--- src/hdl/psc_pkg.sv ---
// Package for the packet statistics counters: field widths, protocol codes,
// state machine types and the control structs of the shared divider.
// No dependencies; every other file of the block imports it.
package psc_pkg;

  // Widths of the transaction fields.
  localparam int unsigned LEN_W      = 16;
  localparam int unsigned PROTO_W    = 8;
  localparam int unsigned MS_W       = 32;
  localparam int unsigned CNT_OUT_W  = 32;
  localparam int unsigned BYTE_OUT_W = 48;
  localparam int unsigned PPS_W      = 40;
  localparam int unsigned BPS_W      = 62;
  localparam int unsigned MEAN_W     = 24;

  // The divider produces at most this many quotient bits.
  localparam int unsigned QUO_W  = 62;
  localparam int unsigned STEP_W = 6;

  // IP protocol numbers that get a counter of their own.
  localparam logic [PROTO_W-1:0] PROTO_TCP   = 8'd6;
  localparam logic [PROTO_W-1:0] PROTO_UDP   = 8'd17;
  localparam logic [PROTO_W-1:0] PROTO_ICMP  = 8'd1;
  localparam logic [PROTO_W-1:0] PROTO_ICMP6 = 8'd58;

  // Top-level sequencer.
  typedef enum logic [2:0] {
    ST_IDLE,
    ST_MUL,
    ST_DIV_START,
    ST_DIV_WAIT,
    ST_OUT
  } psc_state_t;

  // Which quotient the divider is working on.
  typedef enum logic [1:0] {
    OP_PPS,
    OP_BPS,
    OP_MEAN
  } psc_op_t;

  // Divider sequencer.
  typedef enum logic [1:0] {
    DIV_IDLE,
    DIV_CHECK,
    DIV_RUN,
    DIV_DONE
  } psc_div_state_t;

  typedef struct packed {
    logic              start;
    logic [STEP_W-1:0] steps;
  } psc_div_ctl_t;

  typedef struct packed {
    logic busy;
    logic done;
    logic sat;
  } psc_div_sts_t;

endpackage

--- src/hdl/psc_if.sv ---
// Channel interfaces of the packet statistics counters: the packet event
// channel and the result channel, each with valid/ready handshake.
// Depends on psc_pkg for the field widths.
interface psc_in_if import psc_pkg::*; ();
  logic               valid;
  logic               ready;
  logic [LEN_W-1:0]   packet_length;
  logic [PROTO_W-1:0] ip_proto;
  logic [MS_W-1:0]    elapsed_ms;

  modport source (output valid, packet_length, ip_proto, elapsed_ms, input ready);
  modport sink (input valid, packet_length, ip_proto, elapsed_ms, output ready);
endinterface

interface psc_out_if import psc_pkg::*; ();
  logic                  valid;
  logic                  ready;
  logic [CNT_OUT_W-1:0]  pkt_count;
  logic [BYTE_OUT_W-1:0] byte_count;
  logic [CNT_OUT_W-1:0]  tcp_count;
  logic [CNT_OUT_W-1:0]  udp_count;
  logic [CNT_OUT_W-1:0]  icmp_count;
  logic [CNT_OUT_W-1:0]  misc_count;
  logic [PPS_W-1:0]      packets_per_second;
  logic [BPS_W-1:0]      bits_per_second;
  logic [MEAN_W-1:0]     mean_length;

  modport source (
    output valid, pkt_count, byte_count, tcp_count, udp_count, icmp_count,
           misc_count, packets_per_second, bits_per_second, mean_length,
    input  ready
  );
  modport sink (
    input  valid, pkt_count, byte_count, tcp_count, udp_count, icmp_count,
           misc_count, packets_per_second, bits_per_second, mean_length,
    output ready
  );
endinterface

--- src/hdl/psc_div.sv ---
// Radix-2 restoring divider shared by the three statistics quotients.
// Depends on psc_pkg for the control structs and the sequencer enum.
// The dividend high part, the divisor and the step count stay stable while busy.
module psc_div import psc_pkg::*; #(
  parameter int unsigned HI_W   = 90,
  parameter int unsigned DVSR_W = 32
) (
  input  logic               clk,
  input  logic               rst_n,
  input  psc_div_ctl_t       ctl,
  input  logic [HI_W-1:0]    hi,
  input  logic [QUO_W-1:0]   lo,
  input  logic [DVSR_W-1:0]  divisor,
  output psc_div_sts_t       sts,
  output logic [QUO_W-1:0]   quotient
);

  localparam int unsigned CMP_W = (HI_W > DVSR_W) ? HI_W : DVSR_W;

  psc_div_state_t    state_r, state_nxt;
  logic [STEP_W-1:0] step_r;
  logic [DVSR_W-1:0] rem_r;
  logic [QUO_W-1:0]  lo_r;
  logic [QUO_W-1:0]  quo_r;
  logic              sat_r;

  logic              hi_ge;
  logic [DVSR_W:0]   partial;
  logic [DVSR_W+1:0] diff;
  logic              take;

  // The quotient fits in the requested width only if the high part is below the divisor.
  assign hi_ge = CMP_W'(hi) >= CMP_W'(divisor);

  // One restoring step: shift in the next dividend bit and try the subtraction.
  assign partial = {rem_r, lo_r[QUO_W-1]};
  assign diff    = {1'b0, partial} - {2'b00, divisor};
  assign take    = ~diff[DVSR_W+1];

  // Next state.
  always_comb begin
    state_nxt = state_r;
    unique case (state_r)
      DIV_IDLE: begin
        if (ctl.start) state_nxt = DIV_CHECK;
      end
      DIV_CHECK: begin
        state_nxt = hi_ge ? DIV_DONE : DIV_RUN;
      end
      DIV_RUN: begin
        if (step_r == STEP_W'(1)) state_nxt = DIV_DONE;
      end
      DIV_DONE: begin
        state_nxt = DIV_IDLE;
      end
      default: state_nxt = DIV_IDLE;
    endcase
  end

  // Status outputs.
  always_comb begin
    sts = '0;
    unique case (state_r)
      DIV_IDLE:  sts.busy = 1'b0;
      DIV_CHECK: sts.busy = 1'b1;
      DIV_RUN:   sts.busy = 1'b1;
      DIV_DONE: begin
        sts.busy = 1'b1;
        sts.done = 1'b1;
        sts.sat  = sat_r;
      end
      default: sts = '0;
    endcase
  end

  assign quotient = quo_r;

  // Sequencer state.
  always_ff @(posedge clk) begin
    if (!rst_n) begin
      state_r <= DIV_IDLE;
    end else begin
      state_r <= state_nxt;
    end
  end

  // Datapath registers.
  always_ff @(posedge clk) begin
    case (state_r)
      DIV_IDLE: begin
        if (ctl.start) begin
          step_r <= ctl.steps;
          lo_r   <= lo;
          quo_r  <= '0;
        end
      end
      DIV_CHECK: begin
        sat_r <= hi_ge;
        rem_r <= hi[DVSR_W-1:0];
      end
      DIV_RUN: begin
        rem_r  <= take ? diff[DVSR_W-1:0] : partial[DVSR_W-1:0];
        lo_r   <= {lo_r[QUO_W-2:0], 1'b0};
        quo_r  <= {quo_r[QUO_W-2:0], take};
        step_r <= step_r - STEP_W'(1);
      end
      default: begin
      end
    endcase
  end

endmodule

--- src/hdl/packet_statistics_counters.sv ---
// Top level of the packet statistics counters: counters, sequencer and result register.
// Depends on psc_pkg, the channel interfaces in psc_if and the divider psc_div.
//
// Usage:
// A packet event arrives on in_chan (length, protocol number, milliseconds since
// the counters were cleared). The block counts it into saturating packet, byte and
// per-protocol totals, then works out the packet rate, the bit rate and the mean
// length with one shared radix-2 divider, one quotient bit per cycle.
// Each event yields exactly one result transaction on out_chan carrying all counters,
// both rates and the mean length.
// Each quotient is worked out in turn: the sequencer loads the dividend and starts
// the divider, which checks the range and then runs one step per quotient bit
// (40, 62 and 24 bits); after the last quotient the result register is loaded. With zero
// elapsed_ms the rates are held and only the mean length is divided.
// A quotient that saturates skips its divider steps. in_chan.ready is high only
// while the sequencer is idle, so one event is in work at a time and a new event
// is taken only after the result of the last one has been loaded.
// The result sits in an output register; if the receiver stalls, the block still
// takes the next event and holds that event's result until the register frees.
// Synchronous reset clears all counters, the held rates and the output valid.
module packet_statistics_counters import psc_pkg::*; #(
  parameter int unsigned COUNT_WIDTH = 32,
  parameter int unsigned BYTE_WIDTH  = 48,
  parameter int unsigned FRAC_BITS   = 8
) (
  input  logic      clk,
  input  logic      rst_n,
  psc_in_if.sink    in_chan,
  psc_out_if.source out_chan
);

  // 1000 fits in 10 bits and 8000 in 13 bits.
  localparam int unsigned PR_W   = COUNT_WIDTH + 10 + FRAC_BITS;
  localparam int unsigned BR_W   = BYTE_WIDTH + 13;
  localparam int unsigned ML_W   = BYTE_WIDTH + FRAC_BITS;
  localparam int unsigned PM_W   = (PR_W > ML_W) ? PR_W : ML_W;
  localparam int unsigned PROD_W = (PM_W > BR_W) ? PM_W : BR_W;
  localparam int unsigned DVSR_W = (COUNT_WIDTH > MS_W) ? COUNT_WIDTH : MS_W;
  localparam int unsigned CNT_X_W  = (COUNT_WIDTH > CNT_OUT_W) ? COUNT_WIDTH : CNT_OUT_W;
  localparam int unsigned BYTE_X_W = (BYTE_WIDTH > BYTE_OUT_W) ? BYTE_WIDTH : BYTE_OUT_W;

  // Saturate a counter to the width of its output field.
  function automatic logic [CNT_OUT_W-1:0] clamp_cnt(input logic [COUNT_WIDTH-1:0] v);
    logic [CNT_X_W-1:0] ext;
    ext = CNT_X_W'(v);
    if (ext > CNT_X_W'({CNT_OUT_W{1'b1}})) return '1;
    return ext[CNT_OUT_W-1:0];
  endfunction

  function automatic logic [BYTE_OUT_W-1:0] clamp_bytes(input logic [BYTE_WIDTH-1:0] v);
    logic [BYTE_X_W-1:0] ext;
    ext = BYTE_X_W'(v);
    if (ext > BYTE_X_W'({BYTE_OUT_W{1'b1}})) return '1;
    return ext[BYTE_OUT_W-1:0];
  endfunction

  psc_state_t state_r, state_nxt;
  psc_op_t    op_r;

  logic [COUNT_WIDTH-1:0] packet_total_r, tcp_total_r, udp_total_r, icmp_total_r, other_total_r;
  logic [BYTE_WIDTH-1:0]  byte_total_r;
  logic [PPS_W-1:0]       held_packet_rate_r;
  logic [BPS_W-1:0]       held_bps_r;
  logic [MEAN_W-1:0]      held_mean_length_r;
  logic [MS_W-1:0]        ms_r;
  logic [PROD_W-1:0]      prod_r;

  logic                   out_valid_r;
  logic [CNT_OUT_W-1:0]   out_pkt_count_r, out_tcp_count_r, out_udp_count_r;
  logic [CNT_OUT_W-1:0]   out_icmp_count_r, out_misc_count_r;
  logic [BYTE_OUT_W-1:0]  out_byte_count_r;
  logic [PPS_W-1:0]       out_pps_r;
  logic [BPS_W-1:0]       out_bps_r;
  logic [MEAN_W-1:0]      out_mean_r;

  logic                   in_ready;
  logic                   in_accept;
  logic                   prod_load;
  logic                   div_capture;
  logic                   out_free;
  logic                   out_load;
  logic [BYTE_WIDTH:0]    byte_sum;
  logic [PROD_W-1:0]      pkt_ext, byte_ext, prod_nxt;
  logic [PROD_W-1:0]      div_hi;
  logic [QUO_W-1:0]       div_lo;
  logic [DVSR_W-1:0]      div_divisor;
  logic [QUO_W-1:0]       div_quotient;
  logic                   div_start;
  logic [STEP_W-1:0]      div_steps;
  psc_div_ctl_t           div_ctl;
  psc_div_sts_t           div_sts;

  assign in_accept = in_chan.valid && in_ready;
  assign out_free  = !out_valid_r || out_chan.ready;
  assign byte_sum  = {1'b0, byte_total_r} + (BYTE_WIDTH + 1)'(in_chan.packet_length);

  // Dividend: counter times the scale, built from shifts (1000 = 1024 - 16 - 8,
  // 8000 = 8192 - 128 - 64).
  assign pkt_ext  = PROD_W'(packet_total_r);
  assign byte_ext = PROD_W'(byte_total_r);
  always_comb begin
    case (op_r)
      OP_PPS:  prod_nxt = ((pkt_ext << 10) - (pkt_ext << 4) - (pkt_ext << 3)) << FRAC_BITS;
      OP_BPS:  prod_nxt = (byte_ext << 13) - (byte_ext << 7) - (byte_ext << 6);
      OP_MEAN: prod_nxt = byte_ext << FRAC_BITS;
      default: prod_nxt = '0;
    endcase
  end

  // Split the dividend at the quotient width: the high part must stay below the
  // divisor, the low part is shifted in one bit per step.
  always_comb begin
    div_steps   = STEP_W'(MEAN_W);
    div_hi      = prod_r >> MEAN_W;
    div_lo      = QUO_W'(prod_r) << (QUO_W - MEAN_W);
    div_divisor = DVSR_W'(packet_total_r);
    case (op_r)
      OP_PPS: begin
        div_steps   = STEP_W'(PPS_W);
        div_hi      = prod_r >> PPS_W;
        div_lo      = QUO_W'(prod_r) << (QUO_W - PPS_W);
        div_divisor = DVSR_W'(ms_r);
      end
      OP_BPS: begin
        div_steps   = STEP_W'(BPS_W);
        div_hi      = prod_r >> BPS_W;
        div_lo      = QUO_W'(prod_r);
        div_divisor = DVSR_W'(ms_r);
      end
      default: begin
      end
    endcase
  end

  assign div_ctl = '{start: div_start, steps: div_steps};

  psc_div #(
    .HI_W   (PROD_W),
    .DVSR_W (DVSR_W)
  ) u_div (
    .clk      (clk),
    .rst_n    (rst_n),
    .ctl      (div_ctl),
    .hi       (div_hi),
    .lo       (div_lo),
    .divisor  (div_divisor),
    .sts      (div_sts),
    .quotient (div_quotient)
  );

  // Sequencer next state.
  always_comb begin
    state_nxt = state_r;
    unique case (state_r)
      ST_IDLE: begin
        if (in_chan.valid) state_nxt = ST_MUL;
      end
      ST_MUL:       state_nxt = ST_DIV_START;
      ST_DIV_START: state_nxt = ST_DIV_WAIT;
      ST_DIV_WAIT: begin
        if (div_sts.done) state_nxt = (op_r == OP_MEAN) ? ST_OUT : ST_MUL;
      end
      ST_OUT: begin
        if (out_free) state_nxt = ST_IDLE;
      end
      default: state_nxt = ST_IDLE;
    endcase
  end

  // Sequencer outputs.
  always_comb begin
    in_ready    = 1'b0;
    prod_load   = 1'b0;
    div_start   = 1'b0;
    div_capture = 1'b0;
    out_load    = 1'b0;
    unique case (state_r)
      ST_IDLE:      in_ready = 1'b1;
      ST_MUL:       prod_load = 1'b1;
      ST_DIV_START: div_start = 1'b1;
      ST_DIV_WAIT:  div_capture = div_sts.done;
      ST_OUT:       out_load = out_free;
      default:      in_ready = 1'b0;
    endcase
  end

  assign in_chan.ready = in_ready;

  // Control state and counters.
  always_ff @(posedge clk) begin
    if (!rst_n) begin
      state_r            <= ST_IDLE;
      op_r               <= OP_MEAN;
      packet_total_r     <= '0;
      byte_total_r       <= '0;
      tcp_total_r        <= '0;
      udp_total_r        <= '0;
      icmp_total_r       <= '0;
      other_total_r      <= '0;
      held_packet_rate_r <= '0;
      held_bps_r         <= '0;
      held_mean_length_r <= '0;
      out_valid_r        <= 1'b0;
    end else begin
      state_r <= state_nxt;

      // Count the event; every counter holds at all ones.
      if (in_accept) begin
        op_r <= (in_chan.elapsed_ms != '0) ? OP_PPS : OP_MEAN;
        if (packet_total_r != '1) packet_total_r <= packet_total_r + COUNT_WIDTH'(1);
        byte_total_r <= byte_sum[BYTE_WIDTH] ? '1 : byte_sum[BYTE_WIDTH-1:0];
        case (in_chan.ip_proto) inside
          PROTO_TCP: begin
            if (tcp_total_r != '1) tcp_total_r <= tcp_total_r + COUNT_WIDTH'(1);
          end
          PROTO_UDP: begin
            if (udp_total_r != '1) udp_total_r <= udp_total_r + COUNT_WIDTH'(1);
          end
          PROTO_ICMP, PROTO_ICMP6: begin
            if (icmp_total_r != '1) icmp_total_r <= icmp_total_r + COUNT_WIDTH'(1);
          end
          default: begin
            if (other_total_r != '1) other_total_r <= other_total_r + COUNT_WIDTH'(1);
          end
        endcase
      end

      // Store each quotient as it completes and move to the next one.
      if (div_capture) begin
        case (op_r)
          OP_PPS: begin
            held_packet_rate_r <= div_sts.sat ? '1 : div_quotient[PPS_W-1:0];
            op_r               <= OP_BPS;
          end
          OP_BPS: begin
            held_bps_r <= div_sts.sat ? '1 : div_quotient[BPS_W-1:0];
            op_r       <= OP_MEAN;
          end
          default: begin
            held_mean_length_r <= div_sts.sat ? '1 : div_quotient[MEAN_W-1:0];
          end
        endcase
      end

      // Result valid: set on load, cleared when the transaction completes.
      if (out_load) begin
        out_valid_r <= 1'b1;
      end else if (out_chan.ready) begin
        out_valid_r <= 1'b0;
      end
    end
  end

  // Payload registers: event data, dividend and the result.
  always_ff @(posedge clk) begin
    if (in_accept) ms_r <= in_chan.elapsed_ms;
    if (prod_load) prod_r <= prod_nxt;
    if (out_load) begin
      out_pkt_count_r  <= clamp_cnt(packet_total_r);
      out_byte_count_r <= clamp_bytes(byte_total_r);
      out_tcp_count_r  <= clamp_cnt(tcp_total_r);
      out_udp_count_r  <= clamp_cnt(udp_total_r);
      out_icmp_count_r <= clamp_cnt(icmp_total_r);
      out_misc_count_r <= clamp_cnt(other_total_r);
      out_pps_r        <= held_packet_rate_r;
      out_bps_r        <= held_bps_r;
      out_mean_r       <= held_mean_length_r;
    end
  end

  assign out_chan.valid              = out_valid_r;
  assign out_chan.pkt_count          = out_pkt_count_r;
  assign out_chan.byte_count         = out_byte_count_r;
  assign out_chan.tcp_count          = out_tcp_count_r;
  assign out_chan.udp_count          = out_udp_count_r;
  assign out_chan.icmp_count         = out_icmp_count_r;
  assign out_chan.misc_count         = out_misc_count_r;
  assign out_chan.packets_per_second = out_pps_r;
  assign out_chan.bits_per_second    = out_bps_r;
  assign out_chan.mean_length        = out_mean_r;

`ifndef NO_ASSERTIONS
  logic [COUNT_WIDTH+1:0] class_sum;
  assign class_sum = (COUNT_WIDTH + 2)'(tcp_total_r) + (COUNT_WIDTH + 2)'(udp_total_r)
                   + (COUNT_WIDTH + 2)'(icmp_total_r) + (COUNT_WIDTH + 2)'(other_total_r);

  // Only one event is in work: after an accept the input is closed.
  a_one_in_flight: assert property (@(posedge clk) disable iff (!rst_n)
    in_accept |=> !in_chan.ready)
    else $error("input accepted while an event is in work");

  // Until the packet total saturates, the protocol classes add up to it.
  a_class_sum: assert property (@(posedge clk) disable iff (!rst_n)
    (packet_total_r != '1) |-> (class_sum == (COUNT_WIDTH + 2)'(packet_total_r)))
    else $error("protocol counts do not add up to the packet total");

  // The divider is never started while it is still busy.
  a_div_start_idle: assert property (@(posedge clk) disable iff (!rst_n)
    div_start |-> !div_sts.busy)
    else $error("divider started while busy");
`endif

endmodule
--- src/flat_wrapper.sv ---
// flat-port wrapper written by rule: the top's interface ports become plain ports
module packet_statistics_counters_flat import psc_pkg::*;
#(
  parameter int unsigned COUNT_WIDTH = 32,
  parameter int unsigned BYTE_WIDTH  = 48,
  parameter int unsigned FRAC_BITS   = 8
)
  (clk, rst_n, in_chan_valid, in_chan_packet_length, in_chan_ip_proto, in_chan_elapsed_ms, in_chan_ready, out_chan_valid, out_chan_pkt_count, out_chan_byte_count, out_chan_tcp_count, out_chan_udp_count, out_chan_icmp_count, out_chan_misc_count, out_chan_packets_per_second, out_chan_bits_per_second, out_chan_mean_length, out_chan_ready);
  psc_in_if in_chan_i ();
  psc_out_if out_chan_i ();
  input  logic clk;
  input  logic rst_n;
  input wire logic [$bits(in_chan_i.valid)-1:0] in_chan_valid;
  input wire logic [$bits(in_chan_i.packet_length)-1:0] in_chan_packet_length;
  input wire logic [$bits(in_chan_i.ip_proto)-1:0] in_chan_ip_proto;
  input wire logic [$bits(in_chan_i.elapsed_ms)-1:0] in_chan_elapsed_ms;
  output wire logic [$bits(in_chan_i.ready)-1:0] in_chan_ready;
  output wire logic [$bits(out_chan_i.valid)-1:0] out_chan_valid;
  output wire logic [$bits(out_chan_i.pkt_count)-1:0] out_chan_pkt_count;
  output wire logic [$bits(out_chan_i.byte_count)-1:0] out_chan_byte_count;
  output wire logic [$bits(out_chan_i.tcp_count)-1:0] out_chan_tcp_count;
  output wire logic [$bits(out_chan_i.udp_count)-1:0] out_chan_udp_count;
  output wire logic [$bits(out_chan_i.icmp_count)-1:0] out_chan_icmp_count;
  output wire logic [$bits(out_chan_i.misc_count)-1:0] out_chan_misc_count;
  output wire logic [$bits(out_chan_i.packets_per_second)-1:0] out_chan_packets_per_second;
  output wire logic [$bits(out_chan_i.bits_per_second)-1:0] out_chan_bits_per_second;
  output wire logic [$bits(out_chan_i.mean_length)-1:0] out_chan_mean_length;
  input wire logic [$bits(out_chan_i.ready)-1:0] out_chan_ready;
  assign in_chan_i.valid = in_chan_valid;
  assign in_chan_i.packet_length = in_chan_packet_length;
  assign in_chan_i.ip_proto = in_chan_ip_proto;
  assign in_chan_i.elapsed_ms = in_chan_elapsed_ms;
  assign in_chan_ready = in_chan_i.ready;
  assign out_chan_valid = out_chan_i.valid;
  assign out_chan_pkt_count = out_chan_i.pkt_count;
  assign out_chan_byte_count = out_chan_i.byte_count;
  assign out_chan_tcp_count = out_chan_i.tcp_count;
  assign out_chan_udp_count = out_chan_i.udp_count;
  assign out_chan_icmp_count = out_chan_i.icmp_count;
  assign out_chan_misc_count = out_chan_i.misc_count;
  assign out_chan_packets_per_second = out_chan_i.packets_per_second;
  assign out_chan_bits_per_second = out_chan_i.bits_per_second;
  assign out_chan_mean_length = out_chan_i.mean_length;
  assign out_chan_i.ready = out_chan_ready;
  packet_statistics_counters #(.COUNT_WIDTH(COUNT_WIDTH), .BYTE_WIDTH(BYTE_WIDTH), .FRAC_BITS(FRAC_BITS)) u_core (.clk(clk), .rst_n(rst_n), .in_chan(in_chan_i), .out_chan(out_chan_i));
endmodule
--- config.mk ---
export PLATFORM = sky130hd
export DESIGN_NAME = packet_statistics_counters_flat
export DESIGN_NICKNAME = d
export VERILOG_FILES = /design/src/hdl/psc_pkg.sv /design/src/hdl/psc_if.sv /design/src/hdl/psc_div.sv /design/src/hdl/packet_statistics_counters.sv /design/src/flat_wrapper.sv
export SDC_FILE = /design/constraint.sdc
export NUM_CORES = 2
export LEC_CHECK = 0
export ABC_AREA = 0
export BUFFER_PORTS_ARGS = -buffer_cell sky130_fd_sc_hd__buf_2
export CORE_MARGIN = 8
export CORE_UTILIZATION = 35
export CTS_CLUSTER_SIZE = 12
export DETAILED_ROUTE_END_ITERATION = 10
export MAX_ROUTING_LAYER = met4
export SYNTH_ARGS = -nofsm -noshare
export SYNTH_HDL_FRONTEND = slang
export SYNTH_SLANG_ARGS = --single-unit
--- constraint.sdc ---
create_clock -name clk -period 21.6 [get_ports clk]
set_input_delay 2.16 -clock clk [delete_from_list [all_inputs] [get_ports clk]]
set_output_delay 2.16 -clock clk [all_outputs]
set_load 0.01 [all_outputs]
==> flow_results.org <==
** Layout
- The finished layout holds 6,566 standard cells, fillers aside.
- Ratio of cells with drive above 1 in the final layout :: 13.5%
- The final layout contains 5,057 nets.
- Final standard cell utilization of the core :: 40.3%
- P&R area growth vs syn :: 14.5%
- Summing all non-filler instances in the final layout gives an area of 53,600 um2.
- Layout fillers :: 13,030
- Antenna diodes :: 0

** Worst hold path
- Min-delay worst type :: flop to flop
- The worst hold path begins at u_core.held_bps_r[61].

** Timing
- Final max-slew violation count :: 0
- The routed design could run at a clock period as short as 5.55 ns.
- Measured against its own limit, the worst slew margin works out to 24.2%.
- Between clock sinks in the finished design, the worst skew comes to 0.0495 ns.
- Final hold analysis gives a worst-case slack of 0.408 ns.
- Max frequency :: 0.180 GHz
- The hold violation count in the final report came to 0.
- In the finished design, the share of the clock period the worst path needs comes to 25.7%.
- Unrepaired setup endpoints after global routing :: no
- Fin Setup TNS :: 0 ns
- Number of setup violations in the final report :: 0
- Worst path setup slack after routing :: 16.05 ns
- At the pin with the least slew margin, the transition time is 1.14 ns.

** Routing
- After detailed routing, the number of remaining DRC violations is 0.
- In the routed layout, each cell is associated on average with a via count of 5.23.
- In this run, the number of DRC markers left after iteration 0 of detailed routing was 2,218.
- DRT Pass-1 Iters :: 5
- In this run the remaining antenna-violating nets after routing total 0.
- Aggregate routed wire length :: 133 mm
- Detailed routing inserted a total of 34,348 vias.
- After detailed routing, the average wire length per cell comes to 20.3 um.

** Power
- The design draws 8.22 mW.
- Share of total power in the clock network :: 20.7%
- Sequential Power Share :: 31.7%
- Internal power comes to 4.86 mW.
- The analysis attributes to cell leakage a power of 20.1 nW.
- Power Dens Cells :: 153 nW/um2
- Maximum VDD drop :: 0.0914 mV
- Switching power of the nets :: 3.36 mW
- Switching part of the total power :: 40.9%
- Comb pwr share :: 47.6%

** Placement
- Once placement completed, the tool counted placed cells totaling 6,378.
- Buffers placed on the I/O ports in this run total 395.
- RePlAce Congestion :: 0.890
- The HPWL after detailed placement is 97.0 mm.
- After detailed placement, the total cell area comes to 50,300 um2.
- Prior to clock tree synthesis, the placed netlist has a worst setup slack of 15.94 ns.

** Job
- Reported max-cap violation count :: 0

** Logic synthesis
- Synthesis produced 4,442 cells.
- FFs w/ async S/R, synth :: 0%
- In this run, synthesis inferred 578 flip-flops with an integrated enable.
- Counting every net in the synthesized netlist gives 4,787.
- The average instance in the mapped netlist occupies 10.5 um2.
- During synthesis, Yosys emitted a total of 0 warnings.
- Synthesis-stage register bit count :: 920
- The most used flip-flop cell after synthesis is sky130_fd_sc_hd__edfxtp_1.
- Share of synthesized area occupied by flip-flops and latches :: 51.7%
- Yosys mapped the design onto 112 distinct sky130hd cell types.
- The synthesized netlist occupies a cell area of 46,800 um2.

** Die
- Die area :: 146,000 um2
- The initialized floorplan defines 134 standard-cell rows.
- Width of the chip :: 382 um
- IO Count :: 396
- Measured along the y axis, the die boundary spans 382 um.
- In this run the standard cell core region covers 133,000 um2.
- Once the floorplan was initialized, standard cells occupied 35.2% of the core.

** Worst setup path
- Counting cells, the worst reg-to-reg path comes to 21.
- Along the worst path, the maximum fanout reaches 14.
- In this run the register-to-register setup slack is 16.05 ns.
- Worst reg2reg path endpoint :: u_core.prod_r[57]
- STA classifies the critical path endpoint as a flop.
- The worst setup path is of the flop to flop kind.
- Critical path startpoint category :: flop
- Data required time at the worst endpoint :: 22.13 ns
- Worst r2r src :: u_core.packet_total_r[0]
- In this run the worst setup path begins at u_core.packet_total_r[0].
- In this run the worst setup path terminates at u_core.prod_r[57].
- For the worst setup path, the data arrival time is 6.08 ns.

** Global route
- Largest net degree at the start of global routing :: 167
- Total global routing overflow :: 0
- The first global-routing pass estimated 202 mm of wire.
- All-layer global routing usage :: 17.9%
- The via count of the first global-routing pass was 33,569.
- Number of antenna violations at the first check in global routing :: 4

** CTS
- CTS tree :: done
- CTS saw 920 sinks.
- In this run, post-CTS hold repair placed 0 buffers.
- Buffer levels on the longest clock path :: 3
- The number of clock buffers added by TritonCTS is 100.
- In this run the clock root is driven by a sky130_fd_sc_hd__clkbuf_16.
- Clock latency of the later-clocked register in the worst-skew pair :: 0.71 ns
- PostCTS Resize Cnt :: 0
- Clock transition at the registers of the reported paths :: 0.06 ns
- The H-tree was split into 3 levels.
- Buffers added to address setup during post-CTS repair amount to 0.

** Status
- The flow ran to the end, and the final reports show no timing, DRC or antenna violations.
worst max-delay path, stage by stage, from the launching register on:
cell                        delay [ns]
sky130_fd_sc_hd__dfxtp_1          0.75
sky130_fd_sc_hd__inv_1            0.13
sky130_fd_sc_hd__ha_1             0.28
sky130_fd_sc_hd__nor3b_4          0.18
sky130_fd_sc_hd__a31o_4           0.29
sky130_fd_sc_hd__a21oi_4          0.20
sky130_fd_sc_hd__o21bai_1         0.10
sky130_fd_sc_hd__a21oi_1          0.23
sky130_fd_sc_hd__o21bai_1         0.09
sky130_fd_sc_hd__a21oi_1          0.18
sky130_fd_sc_hd__xnor2_1          0.15
sky130_fd_sc_hd__ha_1             0.37
sky130_fd_sc_hd__a21oi_1          0.18
sky130_fd_sc_hd__o21ai_0          0.14
sky130_fd_sc_hd__a2111oi_0        0.47
sky130_fd_sc_hd__a21oi_1          0.12
sky130_fd_sc_hd__o211ai_1         0.30
sky130_fd_sc_hd__a41oi_2          0.21
sky130_fd_sc_hd__nor2b_2          0.29
sky130_fd_sc_hd__nor4b_4          0.31
sky130_fd_sc_hd__a211oi_2         0.13
sky130_fd_sc_hd__nor4_2           0.25
final cells by class:
cell class	instances	area [um2]	share of cell area (%)
Clock buffer	147	2800	5.22
Clock inverter	41	492	0.917
Inverter	153	587	1.09
Multi-Input combinational cell	3115	21100	39.4
Sequential cell	920	24200	45.1
Tap cell	1768	2210	4.12
Timing Repair Buffer	422	2200	4.11
power groups by stage:
stage | clock, mW | combinational, mW | sequential (mW)
floorplan | 0 | 2.81 | 2.66
global placement | 0 | 3.86 | 2.64
detailed placement | 0 | 3.89 | 2.64
CTS | 1.75 | 3.92 | 2.61
global route | 1.81 | 4.31 | 2.64
finish | 1.70 | 3.91 | 2.61
cell families after synthesis:
logic type,after synthesis,share of synthesized area (%)
compound gates,1032,14.4
buf+inv,407,3.37
simple gates,1416,14.8
mux,85,1.83
xor+xnor,297,5.55
fa+ha+maj,285,8.30
flops,920,51.7
worst min path at each step:
stage / end / slack, ns / cells past startpoint
global placement: u_core.out_chan.bits_per_second[20] / 0.41 / 0
detailed placement: u_core.out_chan.bits_per_second[60] / 0.42 / 0
global route: u_core.out_chan.bits_per_second[61] / 0.43 / 0
finish: u_core.out_chan.bits_per_second[61] / 0.41 / 0
CTS: u_core.out_chan.bits_per_second[61] / 0.41 / 0
floorplan: u_core.out_chan.pkt_count[26] / 0.40 / 0
per-layer routing:
metal	up-vias	track usage (%)	wire length [um]
li1	16659	-	-
met5	-	-	0
met4	0	5.98	4070
met1	16710	22.7	58800
met2	795	29.7	64400
met3	184	2.29	5750
placed cells by master (no fill, tap or decap), drive strengths merged, types with 12 or more instances in the layout:
cell    Yosys  routed
o21a       28      28
mux2i      81      81
nand3      95      95
a21o       91      91
ha        242     242
or2        15      15
nor4       24      24
clkbuf    215     147
buf        39     422
xnor2     186     186
nor3b      13      13
o22ai      30      30
or3        47      47
xor2      111     111
a31oi      69      69
and4       27      27
fa         43      43
dfxtp     342     342
nor2b      33      33
and3       61      61
nand4      69      69
and2      110     110
o221ai     12      12
nand2     313     313
inv       150     157
edfxtp    578     578
nor2      463     463
clkinv      3      28
o21bai     30      30
nor3       85      85
a21oi     284     284
nand2b     29      29
a22o       21      21
a211oi    129     129
o21ai     215     215
o211ai     20      20
state kept, by name, indices dropped and copies added, names as in the netlist, 32 cells and up:
signal,count
u_core.held_bps_r,62
u_core.ms_r,32
u_core.udp_total_r,32
u_core.other_total_r,32
u_core.packet_total_r,32
u_core.prod_r,55
u_core.out_chan.pkt_count,32
u_core.out_chan.tcp_count,32
u_core.u_div.lo_r,56
u_core.tcp_total_r,32
u_core.out_chan.udp_count,32
u_core.u_div.rem_r,32
u_core.out_chan.icmp_count,32
u_core.out_chan.byte_count,48
u_core.byte_total_r,48
u_core.out_chan.misc_count,32
u_core.out_chan.packets_per_second,40
u_core.u_div.quotient,62
u_core.icmp_total_r,32
u_core.held_packet_rate_r,40
u_core.out_chan.bits_per_second,62
synth_stat cells, types with 84 or more instances:
cell,n,area (um2)
sky130_fd_sc_hd__edfxtp_1,578,17400
sky130_fd_sc_hd__nor2_1,461,1730
sky130_fd_sc_hd__dfxtp_1,342,6850
sky130_fd_sc_hd__nand2_1,313,1170
sky130_fd_sc_hd__a21oi_1,280,1400
sky130_fd_sc_hd__ha_1,242,3030
sky130_fd_sc_hd__clkbuf_1,215,807
sky130_fd_sc_hd__o21ai_0,212,1060
sky130_fd_sc_hd__xnor2_1,186,1630
sky130_fd_sc_hd__inv_1,149,559
sky130_fd_sc_hd__a211oi_1,127,953
sky130_fd_sc_hd__xor2_1,111,972
sky130_fd_sc_hd__and2_1,110,688
sky130_fd_sc_hd__nand3_1,94,470
sky130_fd_sc_hd__a21o_1,91,683
sky130_fd_sc_hd__nor3_1,84,420
No activity file was read; power rests on OpenSTA's default activity.
